## config.mk

```make
export PLATFORM = sky130hd
export DESIGN_NAME = bfs_shortest_path_unweighted
export DESIGN_NICKNAME = d
export VERILOG_FILES = /design/src/design/bsp_pkg.sv /design/src/design/bfs_shortest_path_unweighted.sv /design/src/design/bsp_ram.sv
export SDC_FILE = /design/constraint.sdc
export NUM_CORES = 2
export LEC_CHECK = 0
export BUFFER_PORTS_ARGS = -buffer_cell sky130_fd_sc_hd__buf_2
export CORE_MARGIN = 8
export CORE_UTILIZATION = 65
export CTS_BUF_LIST = sky130_fd_sc_hd__clkbuf_8
export CTS_CLUSTER_DIAMETER = 200
export DETAILED_ROUTE_END_ITERATION = 7
export PLACE_DENSITY_LB_ADDON = 0.05
export SLEW_MARGIN = 40
export SYNTH_ARGS = -nofsm -noshare
export SYNTH_HDL_FRONTEND = slang
export SYNTH_SLANG_ARGS = --single-unit
```

## constraint.sdc

```tcl
create_clock -name clk -period 16.5 [get_ports clk]
set_input_delay 1.65 -clock clk [delete_from_list [all_inputs] [get_ports clk]]
set_output_delay 1.65 -clock clk [all_outputs]
set_load 0.01 [all_outputs]
```

## src/design/bsp_pkg.sv

```systemverilog
// Shared constants and types for the breadth-first shortest path block.
`default_nettype none
package bsp_pkg;
	localparam int NODES_DEF      = 32;
	localparam int MAX_DEGREE_DEF = 8;
	localparam int ID_W           = 5;

	localparam logic CMD_ADD_EDGE = 1'b0;
	localparam logic CMD_RUN      = 1'b1;

	localparam logic STATUS_OK   = 1'b0;
	localparam logic STATUS_FULL = 1'b1;

	typedef enum logic [13:0] {
		S_IDLE     = 14'b00000000000001,
		S_ED_RDA   = 14'b00000000000010,
		S_ED_RDB   = 14'b00000000000100,
		S_ED_CHK   = 14'b00000000001000,
		S_ED_W2    = 14'b00000000010000,
		S_ED_OUT   = 14'b00000000100000,
		S_RUN_INIT = 14'b00000001000000,
		S_DEQ      = 14'b00000010000000,
		S_DQ_WAIT  = 14'b00000100000000,
		S_DQ_INFO  = 14'b00001000000000,
		S_NB_RD    = 14'b00010000000000,
		S_NB_CHK   = 14'b00100000000000,
		S_EM_RD    = 14'b01000000000000,
		S_EM_OUT   = 14'b10000000000000
	} state_t;
endpackage
`default_nettype wire

```

## src/design/bfs_shortest_path_unweighted.sv

```systemverilog
// Edge item: two degree reads, check, two table writes, result (rejected edges
// skip the writes). Run item: start, then per dequeued node a queue read, info
// and degree reads and a read and check per adjacency entry, then per result an
// info read and output load while the output is not stalled. The single-port
// adjacency, node-info and queue memories set the pace. Reset clears degree
// valid bits, visited marks and control state; memories need no clearing pass.
`default_nettype none
module bfs_shortest_path_unweighted import bsp_pkg::*; #(
	parameter int NODES      = NODES_DEF,
	parameter int MAX_DEGREE = MAX_DEGREE_DEF
) (
	input  wire logic            clk,
	input  wire logic            arst_n,
	input  wire logic            in_valid,
	output logic                 in_stall,
	input  wire logic            command,
	input  wire logic [ID_W-1:0] first_node,
	input  wire logic [ID_W-1:0] second_node,
	input  wire logic [ID_W-1:0] source_node,
	output logic                 out_valid,
	input  wire logic            out_stall,
	output logic                 status,
	output logic [ID_W-1:0]      node_index,
	output logic                 reached,
	output logic [ID_W-1:0]      hop_distance,
	output logic [ID_W-1:0]      predecessor,
	output logic                 has_predecessor,
	output logic                 last
);
	localparam int NW    = $clog2(NODES);
	localparam int DW    = $clog2(MAX_DEGREE + 1);
	localparam int TW    = $clog2(NODES + 1);
	localparam int ADEP  = NODES * MAX_DEGREE;
	localparam int AAW   = $clog2(ADEP);
	localparam int EMIT  = (NODES < 32) ? NODES : 32;
	localparam int IW    = 1 + NW + ID_W;

	function automatic logic [AAW-1:0] adj_addr(input logic [NW-1:0] node,
			input logic [DW-1:0] slot);
		adj_addr = AAW'(node) * AAW'(MAX_DEGREE) + AAW'(slot);
	endfunction

	state_t state_q, state_d;

	logic            cmd_q;
	logic [ID_W-1:0] a_q, b_q, src_q;
	logic [DW-1:0]   da_q, db_q, deg_q, k_q;
	logic            rej_q;
	logic [TW-1:0]   head_q, tail_q;
	logic [NW-1:0]   u_q, n_q;
	logic [ID_W-1:0] du_q;
	logic [NODES-1:0] visited_q, deg_valid_q;

	logic            out_valid_q, status_q, reached_q, has_pred_q, last_q;
	logic [ID_W-1:0] node_index_q, hop_q, pred_q;

	// Memory control.
	logic            adj_we, adj_re, deg_we, deg_re, inf_we, inf_re, q_we, q_re;
	logic [AAW-1:0]  adj_addr_c;
	logic [ID_W-1:0] adj_wdata, adj_rdata;
	logic [NW-1:0]   deg_addr, inf_addr, q_addr;
	logic [DW-1:0]   deg_wdata, deg_rdata;
	logic [IW-1:0]   inf_wdata, inf_rdata;
	logic [NW-1:0]   q_wdata, q_rdata;

	logic            out_free, load_out, self_loop, reject_c, take_nb, src_ok;
	logic [DW-1:0]   db_c, deg_u_c;
	logic [NW-1:0]   x_c;

	assign out_free  = !out_valid_q || !out_stall;
	assign self_loop = (a_q == b_q);
	assign db_c      = deg_valid_q[NW'(b_q)] ? deg_rdata : '0;
	assign deg_u_c   = deg_valid_q[u_q] ? deg_rdata : '0;
	assign src_ok    = int'(src_q) < NODES;
	assign x_c       = NW'(adj_rdata);
	assign take_nb   = (int'(adj_rdata) < NODES) && !visited_q[x_c] && (int'(tail_q) < NODES);

	always_comb begin
		reject_c = 1'b0;
		if (int'(a_q) >= NODES || int'(b_q) >= NODES) begin
			reject_c = 1'b1;
		end else if (self_loop) begin
			reject_c = (int'(da_q) + 2) > MAX_DEGREE;
		end else begin
			reject_c = (int'(da_q) >= MAX_DEGREE) || (int'(db_c) >= MAX_DEGREE);
		end
	end

	always_comb begin
		state_d    = state_q;
		adj_we     = 1'b0;
		adj_re     = 1'b0;
		adj_addr_c = adj_addr(u_q, k_q);
		adj_wdata  = b_q;
		deg_we     = 1'b0;
		deg_re     = 1'b0;
		deg_addr   = NW'(a_q);
		deg_wdata  = '0;
		inf_we     = 1'b0;
		inf_re     = 1'b0;
		inf_addr   = n_q;
		inf_wdata  = {1'b1, u_q, ID_W'(du_q + 1'b1)};
		q_we       = 1'b0;
		q_re       = 1'b0;
		q_addr     = NW'(tail_q);
		q_wdata    = x_c;
		load_out   = 1'b0;
		case (state_q)
			S_IDLE: begin
				if (in_valid) begin
					state_d = (command == CMD_RUN) ? S_RUN_INIT : S_ED_RDA;
				end
			end
			S_ED_RDA: begin
				deg_re  = 1'b1;
				state_d = S_ED_RDB;
			end
			S_ED_RDB: begin
				deg_re   = 1'b1;
				deg_addr = NW'(b_q);
				state_d  = S_ED_CHK;
			end
			S_ED_CHK: begin
				if (reject_c) begin
					state_d = S_ED_OUT;
				end else begin
					adj_we     = 1'b1;
					adj_addr_c = adj_addr(NW'(a_q), da_q);
					adj_wdata  = self_loop ? a_q : b_q;
					deg_we     = 1'b1;
					deg_wdata  = self_loop ? DW'(da_q + 2'd2) : DW'(da_q + 1'b1);
					state_d    = S_ED_W2;
				end
			end
			S_ED_W2: begin
				adj_we = 1'b1;
				adj_wdata = a_q;
				if (self_loop) begin
					adj_addr_c = adj_addr(NW'(a_q), DW'(da_q + 1'b1));
				end else begin
					adj_addr_c = adj_addr(NW'(b_q), db_q);
					deg_we     = 1'b1;
					deg_addr   = NW'(b_q);
					deg_wdata  = DW'(db_q + 1'b1);
				end
				state_d = S_ED_OUT;
			end
			S_ED_OUT: begin
				if (out_free) begin
					load_out = 1'b1;
					state_d  = S_IDLE;
				end
			end
			S_RUN_INIT: begin
				if (src_ok) begin
					inf_we    = 1'b1;
					inf_addr  = NW'(src_q);
					inf_wdata = '0;
					q_we      = 1'b1;
					q_addr    = '0;
					q_wdata   = NW'(src_q);
					state_d   = S_DEQ;
				end else begin
					state_d = S_EM_RD;
				end
			end
			S_DEQ: begin
				if (head_q < tail_q) begin
					q_re    = 1'b1;
					q_addr  = NW'(head_q);
					state_d = S_DQ_WAIT;
				end else begin
					state_d = S_EM_RD;
				end
			end
			S_DQ_WAIT: begin
				inf_re   = 1'b1;
				inf_addr = q_rdata;
				deg_re   = 1'b1;
				deg_addr = q_rdata;
				state_d  = S_DQ_INFO;
			end
			S_DQ_INFO: begin
				state_d = S_NB_RD;
			end
			S_NB_RD: begin
				if (k_q < deg_q) begin
					adj_re  = 1'b1;
					state_d = S_NB_CHK;
				end else begin
					state_d = S_DEQ;
				end
			end
			S_NB_CHK: begin
				if (take_nb) begin
					inf_we   = 1'b1;
					inf_addr = x_c;
					q_we     = 1'b1;
				end
				state_d = S_NB_RD;
			end
			S_EM_RD: begin
				inf_re  = 1'b1;
				state_d = S_EM_OUT;
			end
			S_EM_OUT: begin
				if (out_free) begin
					load_out = 1'b1;
					state_d  = (int'(n_q) == EMIT - 1) ? S_IDLE : S_EM_RD;
				end
			end
			default: begin
				state_d = S_IDLE;
			end
		endcase
	end

	always_ff @(posedge clk or negedge arst_n) begin
		if (!arst_n) begin
			state_q     <= S_IDLE;
			visited_q   <= '0;
			deg_valid_q <= '0;
			head_q      <= '0;
			tail_q      <= '0;
			n_q         <= '0;
			k_q         <= '0;
			out_valid_q <= 1'b0;
		end else begin
			state_q <= state_d;
			if (deg_we) begin
				deg_valid_q[deg_addr] <= 1'b1;
			end
			if (state_q == S_RUN_INIT) begin
				visited_q <= src_ok ? (NODES'(1) << NW'(src_q)) : '0;
				head_q <= '0;
				tail_q <= src_ok ? TW'(1) : '0;
				n_q    <= '0;
			end
			if (q_re) begin
				head_q <= TW'(head_q + 1'b1);
			end
			if (state_q == S_DQ_INFO) begin
				k_q <= '0;
			end
			if (adj_re) begin
				k_q <= DW'(k_q + 1'b1);
			end
			if (state_q == S_NB_CHK && take_nb) begin
				visited_q[x_c] <= 1'b1;
				tail_q         <= TW'(tail_q + 1'b1);
			end
			if (state_q == S_EM_OUT && load_out) begin
				n_q <= NW'(n_q + 1'b1);
			end
			if (load_out) begin
				out_valid_q <= 1'b1;
			end else if (!out_stall) begin
				out_valid_q <= 1'b0;
			end
		end
	end

	// Payload and working registers.
	always_ff @(posedge clk) begin
		if (state_q == S_IDLE && in_valid) begin
			cmd_q <= command;
			a_q   <= first_node;
			b_q   <= second_node;
			src_q <= source_node;
		end
		if (state_q == S_ED_RDB) begin
			da_q <= deg_valid_q[NW'(a_q)] ? deg_rdata : '0;
		end
		if (state_q == S_ED_CHK) begin
			db_q  <= db_c;
			rej_q <= reject_c;
		end
		if (state_q == S_DQ_WAIT) begin
			u_q <= q_rdata;
		end
		if (state_q == S_DQ_INFO) begin
			deg_q <= deg_u_c;
			du_q  <= inf_rdata[ID_W-1:0];
		end
		if (load_out) begin
			if (state_q == S_ED_OUT) begin
				status_q     <= rej_q ? STATUS_FULL : STATUS_OK;
				node_index_q <= '0;
				reached_q    <= 1'b0;
				hop_q        <= '0;
				pred_q       <= '0;
				has_pred_q   <= 1'b0;
				last_q       <= 1'b1;
			end else begin
				status_q     <= STATUS_OK;
				node_index_q <= ID_W'(n_q);
				reached_q    <= visited_q[n_q];
				hop_q        <= visited_q[n_q] ? inf_rdata[ID_W-1:0] : '0;
				pred_q       <= (visited_q[n_q] && inf_rdata[IW-1]) ?
						ID_W'(inf_rdata[IW-2:ID_W]) : '0;
				has_pred_q   <= visited_q[n_q] && inf_rdata[IW-1];
				last_q       <= (int'(n_q) == EMIT - 1);
			end
		end
	end

	bsp_ram #(.WIDTH(ID_W), .DEPTH(ADEP)) u_adj (
		.clk(clk), .we(adj_we), .re(adj_re), .addr(adj_addr_c),
		.wdata(adj_wdata), .rdata(adj_rdata)
	);
	bsp_ram #(.WIDTH(DW), .DEPTH(NODES)) u_deg (
		.clk(clk), .we(deg_we), .re(deg_re), .addr(deg_addr),
		.wdata(deg_wdata), .rdata(deg_rdata)
	);
	// Node info: predecessor valid, predecessor, hop distance.
	bsp_ram #(.WIDTH(IW), .DEPTH(NODES)) u_info (
		.clk(clk), .we(inf_we), .re(inf_re), .addr(inf_addr),
		.wdata(inf_wdata), .rdata(inf_rdata)
	);
	bsp_ram #(.WIDTH(NW), .DEPTH(NODES)) u_queue (
		.clk(clk), .we(q_we), .re(q_re), .addr(q_addr),
		.wdata(q_wdata), .rdata(q_rdata)
	);

	assign in_stall        = (state_q != S_IDLE);
	assign out_valid       = out_valid_q;
	assign status          = status_q;
	assign node_index      = node_index_q;
	assign reached         = reached_q;
	assign hop_distance    = hop_q;
	assign predecessor     = pred_q;
	assign has_predecessor = has_pred_q;
	assign last            = last_q;

	a_tail_bound: assert property (@(posedge clk) disable iff (!arst_n)
		int'(tail_q) <= NODES)
		else $error("queue tail beyond node count");
	a_head_tail: assert property (@(posedge clk) disable iff (!arst_n)
		head_q <= tail_q)
		else $error("queue head passed tail");
	a_unreached: assert property (@(posedge clk) disable iff (!arst_n)
		(out_valid && !reached) |-> (hop_distance == '0 && !has_predecessor))
		else $error("unreached node carries path data");
	a_full_last: assert property (@(posedge clk) disable iff (!arst_n)
		(out_valid && status) |-> (last && !reached))
		else $error("rejected edge result malformed");
	a_cmd_path: assert property (@(posedge clk) disable iff (!arst_n)
		(state_q == S_RUN_INIT) |-> (cmd_q == CMD_RUN))
		else $error("run sequence entered for edge item");
endmodule
`default_nettype wire

```

## src/design/bsp_ram.sv

```systemverilog
// Generic single-port RAM with registered read data.
`default_nettype none
module bsp_ram #(
	parameter int WIDTH = 8,
	parameter int DEPTH = 32
) (
	input  wire logic                     clk,
	input  wire logic                     we,
	input  wire logic                     re,
	input  wire logic [$clog2(DEPTH)-1:0] addr,
	input  wire logic [WIDTH-1:0]         wdata,
	output logic      [WIDTH-1:0]         rdata
);
	logic [WIDTH-1:0] mem [DEPTH];

	always_ff @(posedge clk) begin
		if (we) begin
			mem[addr] <= wdata;
		end
		if (re) begin
			rdata <= mem[addr];
		end
	end
endmodule
`default_nettype wire

```

==> summary.md <==
| Metric | Value |
|---|---|
| Number of synthesized register bits | 2102 |
| EDFF count, synth | 2002 |
| Fin crit share | 43.1% |
| Post-route cell area | 0.0959 mm^2 |
| Worst-margin pin slew | 0.968 ns |
| Multi-input gate area | 0.0235 mm^2 |
| Final nets | 6539 |
| Final setup vio count | 0 |
| Worst skew pair latency | 1.01 ns |
| Largest net degree at the start of global routing | 130 |
| Pint | 0.00838 W |
| H-Tree Depth | 5 |
| Max-slew violations | 0 |
| Overflow after GRT | 0 |
| Core ar. | 0.135 mm^2 |
| Reg power frac | 55.3% |
| Most frequent cells after synthesis | edfxtp_1 (2002), nand2_1 (1232), nor2_1 (471), nand3_1 (458), mux2i_1 (390) |
| Fill cells | 9003 |
| Slew HR | 35.2% |
| DP Area | 0.0899 mm^2 |
| CP startpoint | b_q[1] |
| Post-layout util | 71.1% |
| Peak fanout along the critical path | 105 |
| CP required | 17.24 ns |
| Async SR Flop Fraction | 4.76% |
| Main flop type after synthesis | edfxtp_1 |
| Yosys warning count | 0 |
| Die area | 0.147 mm^2 |
| Power, Total | 0.0111 W |
| First-pass GRT wire length | 347000 um |
| Synthesized instance count | 6384 |
| CTS Buf Count | 343 |
| Clock sinks | 2102 |
| Fmax | 0.141 GHz |
| Most area-hungry cell type in the Yosys netlist | edfxtp_1 |
| RR Startpoint | b_q[1] |
| CP max-delay cell | buf_4 |
| FP Rows | 135 |
| Sequential cell area | 0.0626 mm^2 |
| Sequential cell area fraction in the yosys report | 71.4% |
| Number of I/O port buffers | 40 |
| Static Leak | 34.7 nW |
| Max-Cap Viols | 0 |
| Residual DRC count | 0 |
| Layout cell share with drive strength beyond 1 | 12.3% |
| HP Start | u_info.rdata[0] |
| Worst setup SP type | flip-flop |
| Net Sw Frac | 24.8% |
| Top-count cell post-synth | edfxtp_1 |
| Post-CTS Hold Buffers | 0 |
| DRT Pass-1 Iters | 8 |
| HP Class | flip-flop to flip-flop |
| Top post-synthesis cells by area | edfxtp_1 (69%), nand2_1 (5.3%), mux2i_1 (4.4%) |
| Initial antenna violation count | 3 |
| Final Hold Viols | 0 |
| Area Overhead vs Synth | 9.27% |
| Clock-pin slew on the worst setup and hold paths | 0.06 ns |
| Clock skew | 0.0641 ns |
| TritonCTS clock tree | built |
| Min Hold Slack | 0.460 ns |
| Die Y | 383 um |
| Count of different cell masters after synthesis | 85 |
| WL per Instance | 27.3 um |
| Routed Antenna Nets | 0 |
| Via/cell ratio | 6.59 |
| Clock power frac | 36.0% |
| Setup Buffers After CTS | 0 |
| Setup TNS | 0 ns |
| Post-CTS Resized | 0 |
| Unrepaired setup endpoints after global routing | false |
| Top delay family on crit path | buffers and inverters |
| Starting density of the core | 65.1% |
| Net Sw Power | 0.00276 W |
| Area share of the largest cell type after synthesis | 68.5% |
| Syn Area/Cell | 13.7 um^2 |
| Power Density | 116 mW/mm^2 |
| Final wirelength | 233000 um |
| Clock Root Buffer | clkbuf_8 |
| Routed via count | 56.1k |
| Vias in the first global route | 54.1k |
| Post-Syn Area | 0.0877 mm^2 |
| CTS Buffer Depth | 4 |
| CP peak stage delay | 0.75 ns |
| Critical path, cell by cell | buf_4 > mux2i_1 > a211oi_1 > nand3_1 > a41oi_2 > a211o_2 > buf_4 > a211o_4 > buf_12 > buf_16 > buf_4 > buf_6 > mux2i_1 > a211oi_1 > a2111oi_0 > nand4_1 > o31ai_1 > nand4b_1 |
| Combinational Power Share | 8.7% |
| CP Capture Type | flip-flop |
| Routability cong. | 0.944 |
| Most used cell, CP | buf_4 |
| Post-synthesis net count | 6431 |
| Worst endpoint data arrival time | 7.84 ns |
| Number of top-level pins | 41 |
| GRT Overall Usage | 31.2% |
| Crit path time final | 7.11 ns |
| Status | completed |
| CP bufs+invs | 6 |
| Post-detail-place hpwl | 142000 um |
| Die X | 383 um |
| Initial detailed-routing violation count | 6922 |
| Worst VDD drop | 108 uV |
| Setup CP Type | flip-flop to flip-flop |
[worst register-to-register path, stage by stage, from the launching register on]
cell and delay, ns:
edfxtp_1 0.32, buf_4 0.35, mux2i_1 0.17, a211oi_1 0.30, nand3_1 0.18, a41oi_2 0.44, a211o_2 0.21, buf_4 0.51
a211o_4 0.32, buf_12 0.33, buf_16 0.43, buf_4 0.86, buf_6 0.68, mux2i_1 0.39, a211oi_1 0.10, a2111oi_0 0.66
nand4_1 0.22, o31ai_1 0.26, nand4b_1 0.13
[power groups by stage]
stage                     Clock (W)  Sequential (W)  Combinational, W
after floorplan                   0         0.00629          0.000609
after global placement            0         0.00626          0.000928
after detailed placement          0         0.00626          0.000956
after CTS                   0.00404         0.00615          0.000958
after global routing        0.00427         0.00616           0.00103
final                       0.00401         0.00616          0.000966
[registers in the layout (all words and copies together) (netlist names), 5 cells and up]
| register | flops |
|---|---|
| head_q | 6 |
| state_q | 14 |
| u_info.rdata | 11 |
| deg_valid_q | 32 |
| u_deg.mem | 128 |
| src_q | 5 |
| tail_q | 6 |
| node_index | 5 |
| n_q | 5 |
| hop_distance | 5 |
| visited_q | 32 |
| du_q | 5 |
| u_adj.mem | 1280 |
| u_queue.rdata | 5 |
| a_q | 5 |
| u_q | 5 |
| b_q | 5 |
| predecessor | 5 |
| u_adj.rdata | 5 |
| u_info.mem | 352 |
| u_queue.mem | 160 |
[metal layers]
metal | vias up | GRT usage [%] | share of wire, %
li1 | 24300 | - | -
met1 | 27800 | 43.4 | 39
met2 | 3313 | 48.4 | 46
met3 | 651 | 6.48 | 9.9
met4 | 0 | 13.8 | 4.8
met5 | - | 0 | 0
[kinds of logic after synthesis]
kind of cell	after synthesis	share of synthesized area, %
multiplexers	482	6.77
AO/OA/AOI/OAI	783	6.27
XOR/XNOR	31	0.309
AND/OR/NAND/NOR	2492	12.4
adder cells (fa/ha/maj)	27	0.385
flip-flops	2102	71.4
buffers and inverters	467	2.45
[path summary, 6_finish.rpt]
| kind | endpoint | slack [ns] | depth (start not counted) |
|---|---|---|---|
| min | du_q[0] | 0.46 | 0 |
| max | u_adj.rdata[4] | 9.39 | 18 |
| max in group asynchronous | head_q[4] | 14.85 | 2 |
| min reg2reg | du_q[0] | 0.46 | 0 |
| max reg2reg | u_adj.rdata[4] | 9.39 | 18 |
| min in group asynchronous | deg_valid_q[7] | 0.55 | 1 |
[stage by stage]
| step | setup slack, ns | cells |
|---|---|---|
| 2_1_floorplan | 11.28 | 6384 |
| 3_3_place_gp | 9.24 | 7912 |
| 3_5_place_dp | 9.57 | 7927 |
| 4_1_cts | 9.52 | 8508 |
| 5_1_grt | 9.01 | 8513 |
| 6_report | 9.39 | 8513 |
[placed cells by master, fill, tap and decap left out, types with 25 or more instances in the layout]
cell,Yosys,layout
nand3_1,458,457
and2_1,31,29
edfxtp_1,2002,2002
ha_1,27,27
dfrtp_1,99,99
a22oi_1,42,42
inv_1,73,185
nor2_1,471,429
nand4_1,56,56
and3_1,62,62
a211oi_1,63,61
nand2_1,1232,1204
buf_4,36,86
o21ai_0,116,116
a2111oi_0,48,45
nor2_2,3,42
mux2i_1,390,388
a311oi_1,54,54
or2_2,35,35
mux4_2,89,89
clkinv_2,0,33
buf_2,145,40
a21oi_1,145,142
a32oi_1,64,64
clkinv_1,1,69
a31oi_1,40,40
o211ai_1,25,25
o22ai_1,53,51
clkbuf_8,0,355
[layout make-up]
class	count	share of cell area, %
flip-flops and latches	2102	65.3
multi-input cells	3815	24.6
clock buffers	355	5.10
well taps	1781	2.32
repair buffers	155	1.36
clock inverters	226	1.05
inverters	75	0.294
diodes	4	0.0104
(Power assumes the default switching activity.)
